**src/sv/abp_pkg.sv**
```systemverilog
// Shared types, codes and arithmetic helpers for the alpha blend pixel compositor.
// Depends on nothing; the compositor top level imports it.
package abp_pkg;

    localparam int APB_AW = 4;
    localparam int APB_DW = 32;

    // Register indexes (word address divided by four).
    localparam logic [1:0] REG_SRC_FMT = 2'd0;
    localparam logic [1:0] REG_DST_FMT = 2'd1;
    localparam logic [1:0] REG_TINT    = 2'd2;

    // Source formats.
    localparam logic [1:0] SRC_ARGB8888 = 2'd0;
    localparam logic [1:0] SRC_A8       = 2'd1;
    localparam logic [1:0] SRC_RGB565   = 2'd2;

    // Destination formats.
    localparam logic [1:0] DST_ARGB8888 = 2'd0;
    localparam logic [1:0] DST_A8       = 2'd1;
    localparam logic [1:0] DST_RGB565   = 2'd2;

    localparam logic [15:0] TINT_RESET = 16'hFFFF;

    // Reciprocal of 255 scaled by 2^25; exact for dividends below 132623.
    localparam logic [17:0] RECIP255   = 18'd131587;
    localparam int          RECIP_SHFT = 25;

    typedef struct packed {
        logic [31:0] source_pixel;
        logic [31:0] dest_pixel;
    } pix_in_t;

    typedef struct packed {
        logic [31:0] blended_pixel;
        logic        write_enable;
    } pix_out_t;

    // RGB565 to 0xRRGGBB with zero low bits.
    function automatic logic [23:0] widen565_plain(input logic [15:0] c);
        return {c[15:11], 3'b000, c[10:5], 2'b00, c[4:0], 3'b000};
    endfunction

    // Division by 255 through the scaled reciprocal; the quotient fits eight bits here.
    function automatic logic [7:0] div255(input logic [16:0] x);
        logic [34:0] p;
        p = 35'(x) * 35'(RECIP255);
        return p[RECIP_SHFT+7:RECIP_SHFT];
    endfunction

endpackage

```
**src/sv/alpha_blend_pixel_compositor.sv**
```systemverilog
// An accepted word passes the decode, product, division and divider registers, then the output register.
// Throughput: one pixel per cycle; the three channel divisions by output alpha take
// four stages of two quotient bits each, and a stall at the output holds every stage.
// Reset clears the valid bits and restores the format and tint registers.
// Top level of the compositor: decode, blend products, reciprocal division, divider.
// Depends on abp_pkg.
module alpha_blend_pixel_compositor (
    input  logic                       clk,
    input  logic                       rst_n,
    input  logic                       pixel_valid,
    output logic                       pixel_stall,
    input  abp_pkg::pix_in_t           pixel,
    output logic                       result_valid,
    input  logic                       result_stall,
    output abp_pkg::pix_out_t          result,
    input  logic                       psel,
    input  logic                       penable,
    input  logic                       pwrite,
    input  logic [abp_pkg::APB_AW-1:0] paddr,
    input  logic [abp_pkg::APB_DW-1:0] pwdata,
    output logic [abp_pkg::APB_DW-1:0] prdata,
    output logic                       pready
);
    import abp_pkg::*;

    localparam int DIV_STAGES = 4;
    localparam int NSTAGE     = DIV_STAGES + 5;

    typedef struct packed {
        logic        we;
        logic [7:0]  a;
        logic [2:0][7:0] rgb;
        logic [31:0] dp;
    } s1_t;

    typedef struct packed {
        logic        we;
        logic [7:0]  a;
        logic [31:0] dp;
        logic [2:0][15:0] sa;
        logic [2:0][16:0] sum565;
        logic [15:0] dna;
    } s2_t;

    typedef struct packed {
        logic        we;
        logic [7:0]  a;
        logic [31:0] dp;
        logic [2:0][15:0] sa;
        logic [2:0][7:0]  q565;
        logic [7:0]  inv;
    } s3_t;

    typedef struct packed {
        logic        we;
        logic [31:0] dp;
        logic [7:0]  oa;
        logic [2:0][15:0] rem;
        logic [2:0][7:0]  q;
        logic [15:0] res565;
    } div_t;

    logic [1:0]  src_fmt_reg;
    logic [1:0]  dst_fmt_reg;
    logic [15:0] tint_reg;

    logic [NSTAGE-1:0] vld_reg;
    logic              en;

    s1_t      s1_reg, s1_next;
    s2_t      s2_reg, s2_next;
    s3_t      s3_reg, s3_next;
    div_t     div_reg  [0:DIV_STAGES];
    div_t     div_next [0:DIV_STAGES];
    pix_out_t out_reg, out_next;

    logic [7:0] dr565, dg565, db565;

    // ---------------- configuration port ----------------
    assign pready = 1'b1;

    always_ff @(posedge clk or negedge rst_n)
    begin
        if (!rst_n)
        begin
            src_fmt_reg <= SRC_ARGB8888;
            dst_fmt_reg <= DST_ARGB8888;
            tint_reg    <= TINT_RESET;
        end
        else if (psel && penable && pwrite && pready)
        begin
            unique case (paddr[3:2])
                REG_SRC_FMT: src_fmt_reg <= pwdata[1:0];
                REG_DST_FMT: dst_fmt_reg <= pwdata[1:0];
                REG_TINT:    tint_reg    <= pwdata[15:0];
                default:     ;
            endcase
        end
    end

    always_comb
    begin
        unique case (paddr[3:2])
            REG_SRC_FMT: prdata = {30'd0, src_fmt_reg};
            REG_DST_FMT: prdata = {30'd0, dst_fmt_reg};
            REG_TINT:    prdata = {16'd0, tint_reg};
            default:     prdata = '0;
        endcase
    end

    // ---------------- pipeline control ----------------
    // The whole pipeline advances unless a finished word waits at a stalled output.
    assign en           = !(vld_reg[NSTAGE-1] && result_stall);
    assign pixel_stall  = !en;
    assign result_valid = vld_reg[NSTAGE-1];
    assign result       = out_reg;

    always_ff @(posedge clk or negedge rst_n)
    begin
        if (!rst_n)
        begin
            vld_reg <= '0;
        end
        else if (en)
        begin
            vld_reg <= {vld_reg[NSTAGE-2:0], pixel_valid};
        end
    end

    // ---------------- stage 1: source decode ----------------
    always_comb
    begin
        s1_next    = '0;
        s1_next.dp = pixel.dest_pixel;
        case (src_fmt_reg)
            SRC_ARGB8888:
            begin
                s1_next.a   = pixel.source_pixel[31:24];
                s1_next.rgb = pixel.source_pixel[23:0];
            end
            SRC_A8:
            begin
                s1_next.a   = pixel.source_pixel[7:0];
                s1_next.rgb = widen565_plain(tint_reg);
            end
            default:
            begin
                s1_next.a   = 8'hFF;
                s1_next.rgb = widen565_plain(pixel.source_pixel[15:0]);
            end
        endcase
        s1_next.we = (s1_next.a != 8'd0);
    end

    // ---------------- stage 2: products ----------------
    assign dr565 = {s1_reg.dp[15:11], s1_reg.dp[15:13]};
    assign dg565 = {s1_reg.dp[10:5], s1_reg.dp[10:9]};
    assign db565 = {s1_reg.dp[4:0], s1_reg.dp[4:2]};

    always_comb
    begin
        logic [7:0] ia;
        logic [7:0] d8;
        ia         = ~s1_reg.a;
        d8         = (dst_fmt_reg == DST_A8) ? s1_reg.dp[7:0] : s1_reg.dp[31:24];
        s2_next.we = s1_reg.we;
        s2_next.a  = s1_reg.a;
        s2_next.dp = s1_reg.dp;
        for (int c = 0; c < 3; c++)
        begin
            s2_next.sa[c] = 16'(s1_reg.rgb[c]) * 16'(s1_reg.a);
        end
        s2_next.sum565[2] = 17'(s2_next.sa[2]) + 17'(16'(dr565) * 16'(ia)) + 17'd127;
        s2_next.sum565[1] = 17'(s2_next.sa[1]) + 17'(16'(dg565) * 16'(ia)) + 17'd127;
        s2_next.sum565[0] = 17'(s2_next.sa[0]) + 17'(16'(db565) * 16'(ia)) + 17'd127;
        s2_next.dna       = 16'(d8) * 16'(ia);
    end

    // ---------------- stage 3: divisions by 255 ----------------
    always_comb
    begin
        s3_next.we  = s2_reg.we;
        s3_next.a   = s2_reg.a;
        s3_next.dp  = s2_reg.dp;
        s3_next.sa  = s2_reg.sa;
        for (int c = 0; c < 3; c++)
        begin
            s3_next.q565[c] = div255(s2_reg.sum565[c]);
        end
        s3_next.inv = div255({1'b0, s2_reg.dna});
    end

    // ---------------- stage 4 and divider ----------------
    // Stage 4 forms the output alpha and colour numerators; the divider stages
    // then take two restoring steps each. The numerator never exceeds 255 times
    // the output alpha, so eight quotient bits suffice and no clamp is needed.
    always_comb
    begin
        logic [15:0] dsh;
        logic [2:0]  bitpos;
        div_next[0].we  = s3_reg.we;
        div_next[0].dp  = s3_reg.dp;
        div_next[0].oa  = s3_reg.a + s3_reg.inv;
        div_next[0].q   = '0;
        for (int c = 0; c < 3; c++)
        begin
            div_next[0].rem[c] = 16'(17'(s3_reg.sa[c])
                + 17'(16'(s3_reg.dp[8*c +: 8]) * 16'(s3_reg.inv)));
        end
        div_next[0].res565 = {s3_reg.q565[2][7:3], s3_reg.q565[1][7:2], s3_reg.q565[0][7:3]};
        for (int j = 1; j <= DIV_STAGES; j++)
        begin
            div_next[j] = div_reg[j-1];
            for (int c = 0; c < 3; c++)
            begin
                for (int k = 0; k < 2; k++)
                begin
                    bitpos = 3'(7 - 2*(j-1) - k);
                    dsh    = 16'(div_reg[j-1].oa) << bitpos;
                    if (div_next[j].rem[c] >= dsh)
                    begin
                        div_next[j].rem[c]         = div_next[j].rem[c] - dsh;
                        div_next[j].q[c][bitpos]   = 1'b1;
                    end
                end
            end
        end
    end

    // ---------------- output word ----------------
    always_comb
    begin
        out_next.write_enable = div_reg[DIV_STAGES].we;
        if (!div_reg[DIV_STAGES].we)
        begin
            out_next.blended_pixel = div_reg[DIV_STAGES].dp;
        end
        else
        begin
            case (dst_fmt_reg)
                DST_RGB565: out_next.blended_pixel = {16'd0, div_reg[DIV_STAGES].res565};
                DST_A8:     out_next.blended_pixel = {24'd0, div_reg[DIV_STAGES].oa};
                default:    out_next.blended_pixel = {div_reg[DIV_STAGES].oa,
                                                      div_reg[DIV_STAGES].q[2],
                                                      div_reg[DIV_STAGES].q[1],
                                                      div_reg[DIV_STAGES].q[0]};
            endcase
        end
    end

    always_ff @(posedge clk)
    begin
        if (en)
        begin
            s1_reg  <= s1_next;
            s2_reg  <= s2_next;
            s3_reg  <= s3_next;
            for (int j = 0; j <= DIV_STAGES; j++)
            begin
                div_reg[j] <= div_next[j];
            end
            out_reg <= out_next;
        end
    end

`ifndef SYNTHESIS
    // A written pixel always has a nonzero output alpha to divide by.
    a_oa_nonzero: assert property (@(posedge clk) disable iff (!rst_n)
        (vld_reg[3] && div_reg[0].we) |-> (div_reg[0].oa != 8'd0))
        else $error("written pixel reached the divider with zero output alpha");

    // After the last divider stage every remainder lies below the divisor.
    a_rem_bound: assert property (@(posedge clk) disable iff (!rst_n)
        (vld_reg[NSTAGE-2] && div_reg[DIV_STAGES].we) |->
        (div_reg[DIV_STAGES].rem[0] < 16'(div_reg[DIV_STAGES].oa)
         && div_reg[DIV_STAGES].rem[1] < 16'(div_reg[DIV_STAGES].oa)
         && div_reg[DIV_STAGES].rem[2] < 16'(div_reg[DIV_STAGES].oa)))
        else $error("divider remainder not below output alpha");

    // While the pipeline is held, no valid bit moves.
    a_hold: assert property (@(posedge clk) disable iff (!rst_n)
        !en |=> $stable(vld_reg))
        else $error("pipeline valid bits moved during a stall");
`endif

endmodule
```
**config.mk**
```make
export PLATFORM = sky130hd
export DESIGN_NAME = alpha_blend_pixel_compositor
export DESIGN_NICKNAME = d
export VERILOG_FILES = /design/src/sv/abp_pkg.sv /design/src/sv/alpha_blend_pixel_compositor.sv
export SDC_FILE = /design/constraint.sdc
export NUM_CORES = 2
export LEC_CHECK = 0
export BUFFER_PORTS_ARGS = -buffer_cell sky130_fd_sc_hd__buf_2
export CAP_MARGIN = 20
export CORE_MARGIN = 2
export CORE_UTILIZATION = 50
export CTS_CLUSTER_SIZE = 10
export DETAILED_ROUTE_END_ITERATION = 8
export GPL_TIMING_DRIVEN = 0
export MAX_ROUTING_LAYER = met4
export PLACE_DENSITY = 0.67
export SYNTH_ARGS = -nofsm -noshare
export SYNTH_HDL_FRONTEND = slang
export SYNTH_SLANG_ARGS = --single-unit
```
**constraint.sdc**
```tcl
create_clock -name clk -period 94.3 [get_ports clk]
set_clock_uncertainty 0.05 [all_clocks]
set_input_delay 14.145 -clock clk [delete_from_list [all_inputs] [get_ports clk]]
set_output_delay 14.145 -clock clk [all_outputs]
set_load 0.01 [all_outputs]
```
Word-level counts from Yosys, hierarchy flattened
Memories as Yosys holds them, arrays and structs flattened.
Index checks and enable logic that the tools add are counted.
{"block": "op_classes", "n_addsub": 34, "n_mul": 14, "n_lt_le_gt_ge": 24, "n_eq_ne": 5, "mux": 54, "bitwise_logic": 1, "reduce_logical": 9}
{"op": "two-way mux 16 bit", "count": 24}
{"op": "multiplier 8 x 8 -> 16 bit", "count": 10}
{"op": "one-hot mux 32 bit (2 select lines)", "count": 2}
{"op": "multiplier 17 x 18 -> 33 bit, second input constant", "count": 3}
{"op": "adder 16 x 16 -> 17 bit", "count": 3}
{"op": "adder 17 x 7 -> 17 bit, second input constant", "count": 3}
{"op": "adder 16 bit", "count": 3}
{"op": ">= comparator 16 x 10 -> 1 bit", "count": 3}
{"op": ">= comparator 16 x 11 -> 1 bit", "count": 3}
{"op": ">= comparator 16 x 12 -> 1 bit", "count": 3}
{"op": ">= comparator 16 x 13 -> 1 bit", "count": 3}
{"op": ">= comparator 16 x 14 -> 1 bit", "count": 3}
{"op": ">= comparator 16 x 15 -> 1 bit", "count": 3}
{"op": ">= comparator 16 x 8 -> 1 bit", "count": 3}
{"op": ">= comparator 16 x 9 -> 1 bit", "count": 3}
{"op": "one-hot mux 16 bit (3 select lines)", "count": 1}
{"op": "subtractor 16 x 10 -> 16 bit", "count": 3}
{"op": "subtractor 16 x 11 -> 16 bit", "count": 3}
{"op": "subtractor 16 x 12 -> 16 bit", "count": 3}
{"op": "subtractor 16 x 13 -> 16 bit", "count": 3}
{"op": "subtractor 16 x 14 -> 16 bit", "count": 3}
{"op": "subtractor 16 x 15 -> 16 bit", "count": 3}
{"op": "subtractor 16 x 8 -> 16 bit", "count": 3}
{"op": "subtractor 16 x 9 -> 16 bit", "count": 3}
{"op": "other kinds (12)", "count": 44}
{"block": "totals", "ff_bits": 404, "ramBits": 645, "inputBits": 107, "output_inout_bits": 68, "elab_cells": 174, "n_memories": 1}
{"name": "div_reg", "words": 5, "width": 129, "rd": 5, "rd_clocked_by_memory_dff": 0, "wr": 5, "line_no": "alpha_blend_pixel_compositor.sv:73", "text": "div_t div_reg [0:DIV_STAGES];"}

Longest topological paths before layout
An unclocked memory read counts as a cell.
{"block": "logic_depth", "depth_word": 5, "mapped_depth": 31, "ltp_nobuf": 29}

Least setup slack after synthesis
OpenSTA, ideal clock, no wires.
{"block": "synth_timing", "path_type": "input-to-output", "from": "input result_stall", "to": "output pixel_stall", "arrival_ns": 41.279, "required_time_ns": 80.105, "slack_ns": 38.826, "stages": 3, "path_buffers": 1, "cell_sequence": "nand2_1 -> clkbuf_1 -> inv_1"}
{"block": "synth_between", "elab_chain_len": 1}
{"element": "from (decl)", "line_no": "alpha_blend_pixel_compositor.sv:14", "text": "input logic result_stall,"}
{"element": "logical AND 1 bit", "line_no": "alpha_blend_pixel_compositor.sv:113", "text": "assign en = !(vld_reg[NSTAGE-1] && result_stall);"}
{"element": "to (decl)", "line_no": "alpha_blend_pixel_compositor.sv:11", "text": "output logic pixel_stall,"}
No other way between the ends.

Worst setup path after layout
Ends and elaborated chain as after synthesis.

==> flow_summary.ini <==
[worst_setup_path]
cp.arrival_ps = 16260
critical_path_required_ps = 80100
rrSetupSlack_ps = 84730
cp_slowest_stage_delay_ps = 340
crit_top_cell = buf_16
slowest_stage = buf_16
critPathTopFamily = buffers and inverters
path_class = primary input to output pin
cp_num_buf_inv = 8
crit_fanout = 69
start_kind = primary input
endpoint_kind = output pin
crit_chain = buf_2 -> nand2_1 -> clkbuf_4 -> buf_16 -> buf_16 -> buf_16 -> buf_16 -> inv_1 -> buf_2

[floorplanning]
ios = 175
die_w_um = 385
fp.dieH_um = 385
die_area_um2 = 148000
rows = 139
core_area_um2 = 144000
start_util_pct = 50.5

[cts]
cts_buffers = 110
root_buffer = clkbuf_16
postCtsHoldBufs = 0
post_cts_buffers = 0
clk_latency_ps = 760
clock_sinks = 933
path_clk_slew_ps = 50
cts_tree = built
ctsResizeCount = 0
h-tree-depth = 3
clk_path_buf_depth = 3

[finish]
fin_nets = 8278
area_growth_pct = 9.46
final_cell_count_no_fill = 8640
final_cell_mix = inv_1 (1051), ha_1 (964), edfxtp_1 (904)
final_common_cell = inv_1
drive_gt1_share_pct = 7.99
fin_util_pct = 55.2
largest_reg_flops = 537

[synthesis]
post_synth_num_cell_types = 96
synth-seq-area-share_pct = 38.4
syn_inst = 6395
synthArstFlopShare_pct = 3.11
synth_edf_count = 904
ys_seq_elements = 933
netlist_area_um2 = 72600
syn_area_per_cell_um2 = 11.4
dominantRegCellSynth = edfxtp_1
yosysWarnings = 0

[routing]
ant_nets = 0
wirelength_um = 161000
firstDrtPassIters = 5
vias = 46016
drc = 0
drt-initial-drc-count = 2824
viasPerCell = 5.33
post_drt_wl_per_cell_um = 18.6

[sta]
hold_viol = 0
slew_headroom_pct = 21.1
slew_viol_final = 0
worst_pin_slew_ps = 1150
final.setup.tns_ps = 0
period_share_pct = 32.3
setup_viol = 0
fin_crit_ps = 30460
rsz0062_at_grt = false
max_freq_ghz = 0.0328

[global_route]
grt_usage_pct = 22.9
grt_pass1_vias = 46675
gr-total-overflow = 0
antenna_found_initial = 8
grt_first_pass_wirelength_um = 255000
grt_start_max_net_pins = 75

[run_status]
status = finished clean

[worst_hold_path]
min_path_type = flop to flop

[placed_design]
placed_cells = 8473
port_buffers = 138
gp_congestion = 0.919
dp_hpwl_um = 128000

[flow_run]
cap_violations = 0
[path summary, 6_finish.rpt]
| kind | cells past startpoint | endpoint | start |
|---|---|---|---|
| hold / removal | 0 | div_reg[0][487] | div_reg[0][358] |
| setup reg to reg | 29 | s2_reg[32] | s1_reg[59] |
| setup / recovery | 9 | pixel_stall | result_stall |
| hold reg to reg | 0 | div_reg[0][487] | div_reg[0][358] |
| max in group asynchronous | 1 | vld_reg[4] | rst_n |
| min in group asynchronous | 1 | src_fmt_reg[1] | rst_n |
[synth_stat cells, types with 8 or more instances]
cell type	instances	area, um^2
clkbuf_1	93	349
dfstp_2	16	420
a21boi_0	32	240
nand4b_1	8	70.1
o21a_1	46	345
inv_1	1051	3950
buf_4	17	128
a211oi_1	39	293
o21ai_0	210	1050
o41ai_1	9	78.8
edfxtp_1	904	27100
nand3_1	49	245
xnor2_1	192	1680
mux2_2	121	1360
o21bai_1	23	173
nor2_1	277	1040
a21o_1	65	488
and3_1	20	125
or2_2	51	319
and2_1	297	1860
nor2b_1	145	907
fa_1	525	10500
a31oi_1	20	125
xor2_1	70	613
a211o_1	18	158
a2111oi_0	8	70.1
or3_1	28	175
nor4_1	24	150
o31a_1	14	123
nand4_1	47	294
a21oi_1	232	1160
nand2b_1	88	551
ha_1	964	12100
nand2_1	333	1250
nor3_1	87	435
o31ai_1	25	188
a22oi_1	16	120
o211ai_1	20	150
mux2i_1	55	551
dfrtp_1	13	325
[stage by stage]
step	worst slack, ps	cell area, um^2	hold WS, ps
after CTS	63840	79500	318
final	63840	79500	326
after detailed placement	63850	76200	355
after global placement	31330	75700	350
after global routing	63660	79500	337
after floorplan	38830	72600	350
[final cells by class]
type                    count  area [um^2]
repair buffers            160         1140
diodes                      2         5.00
clock buffers             142         2920
plain buffers             118          544
flip-flops and latches    933        27900
inverters                1056         3960
well taps                1903         2380
fillers                 12084        64400
clock inverters            23          357
multi-input cells        4303        40300
[metal layers]
| layer | vias up | share of wire (%) | global-route usage, % |
|---|---|---|---|
| met5 | - | 0 | - |
| met4 | 0 | 4.0 | 8.79 |
| met3 | 251 | 4.2 | 2.43 |
| met2 | 949 | 48 | 37.7 |
| met1 | 22391 | 44 | 29.1 |
| li1 | 22425 | - | - |
[kinds of logic (layout without fill, tap and decap cells)]
kind of cell	count (synthesis)	in the layout	synth area share (%)
mux	181	181	2.74
buf+inv	1174	1499	6.20
other cells	2	19	0.0103
fa+ha+maj	1490	1490	31.1
compound gates	853	853	7.54
xor+xnor	262	262	3.16
flops	933	933	38.4
simple gates	1500	1500	10.8
Power is left out: the tool's default activity adds up to more than one toggle a clock period on the data nets, which glitch-free logic cannot reach.
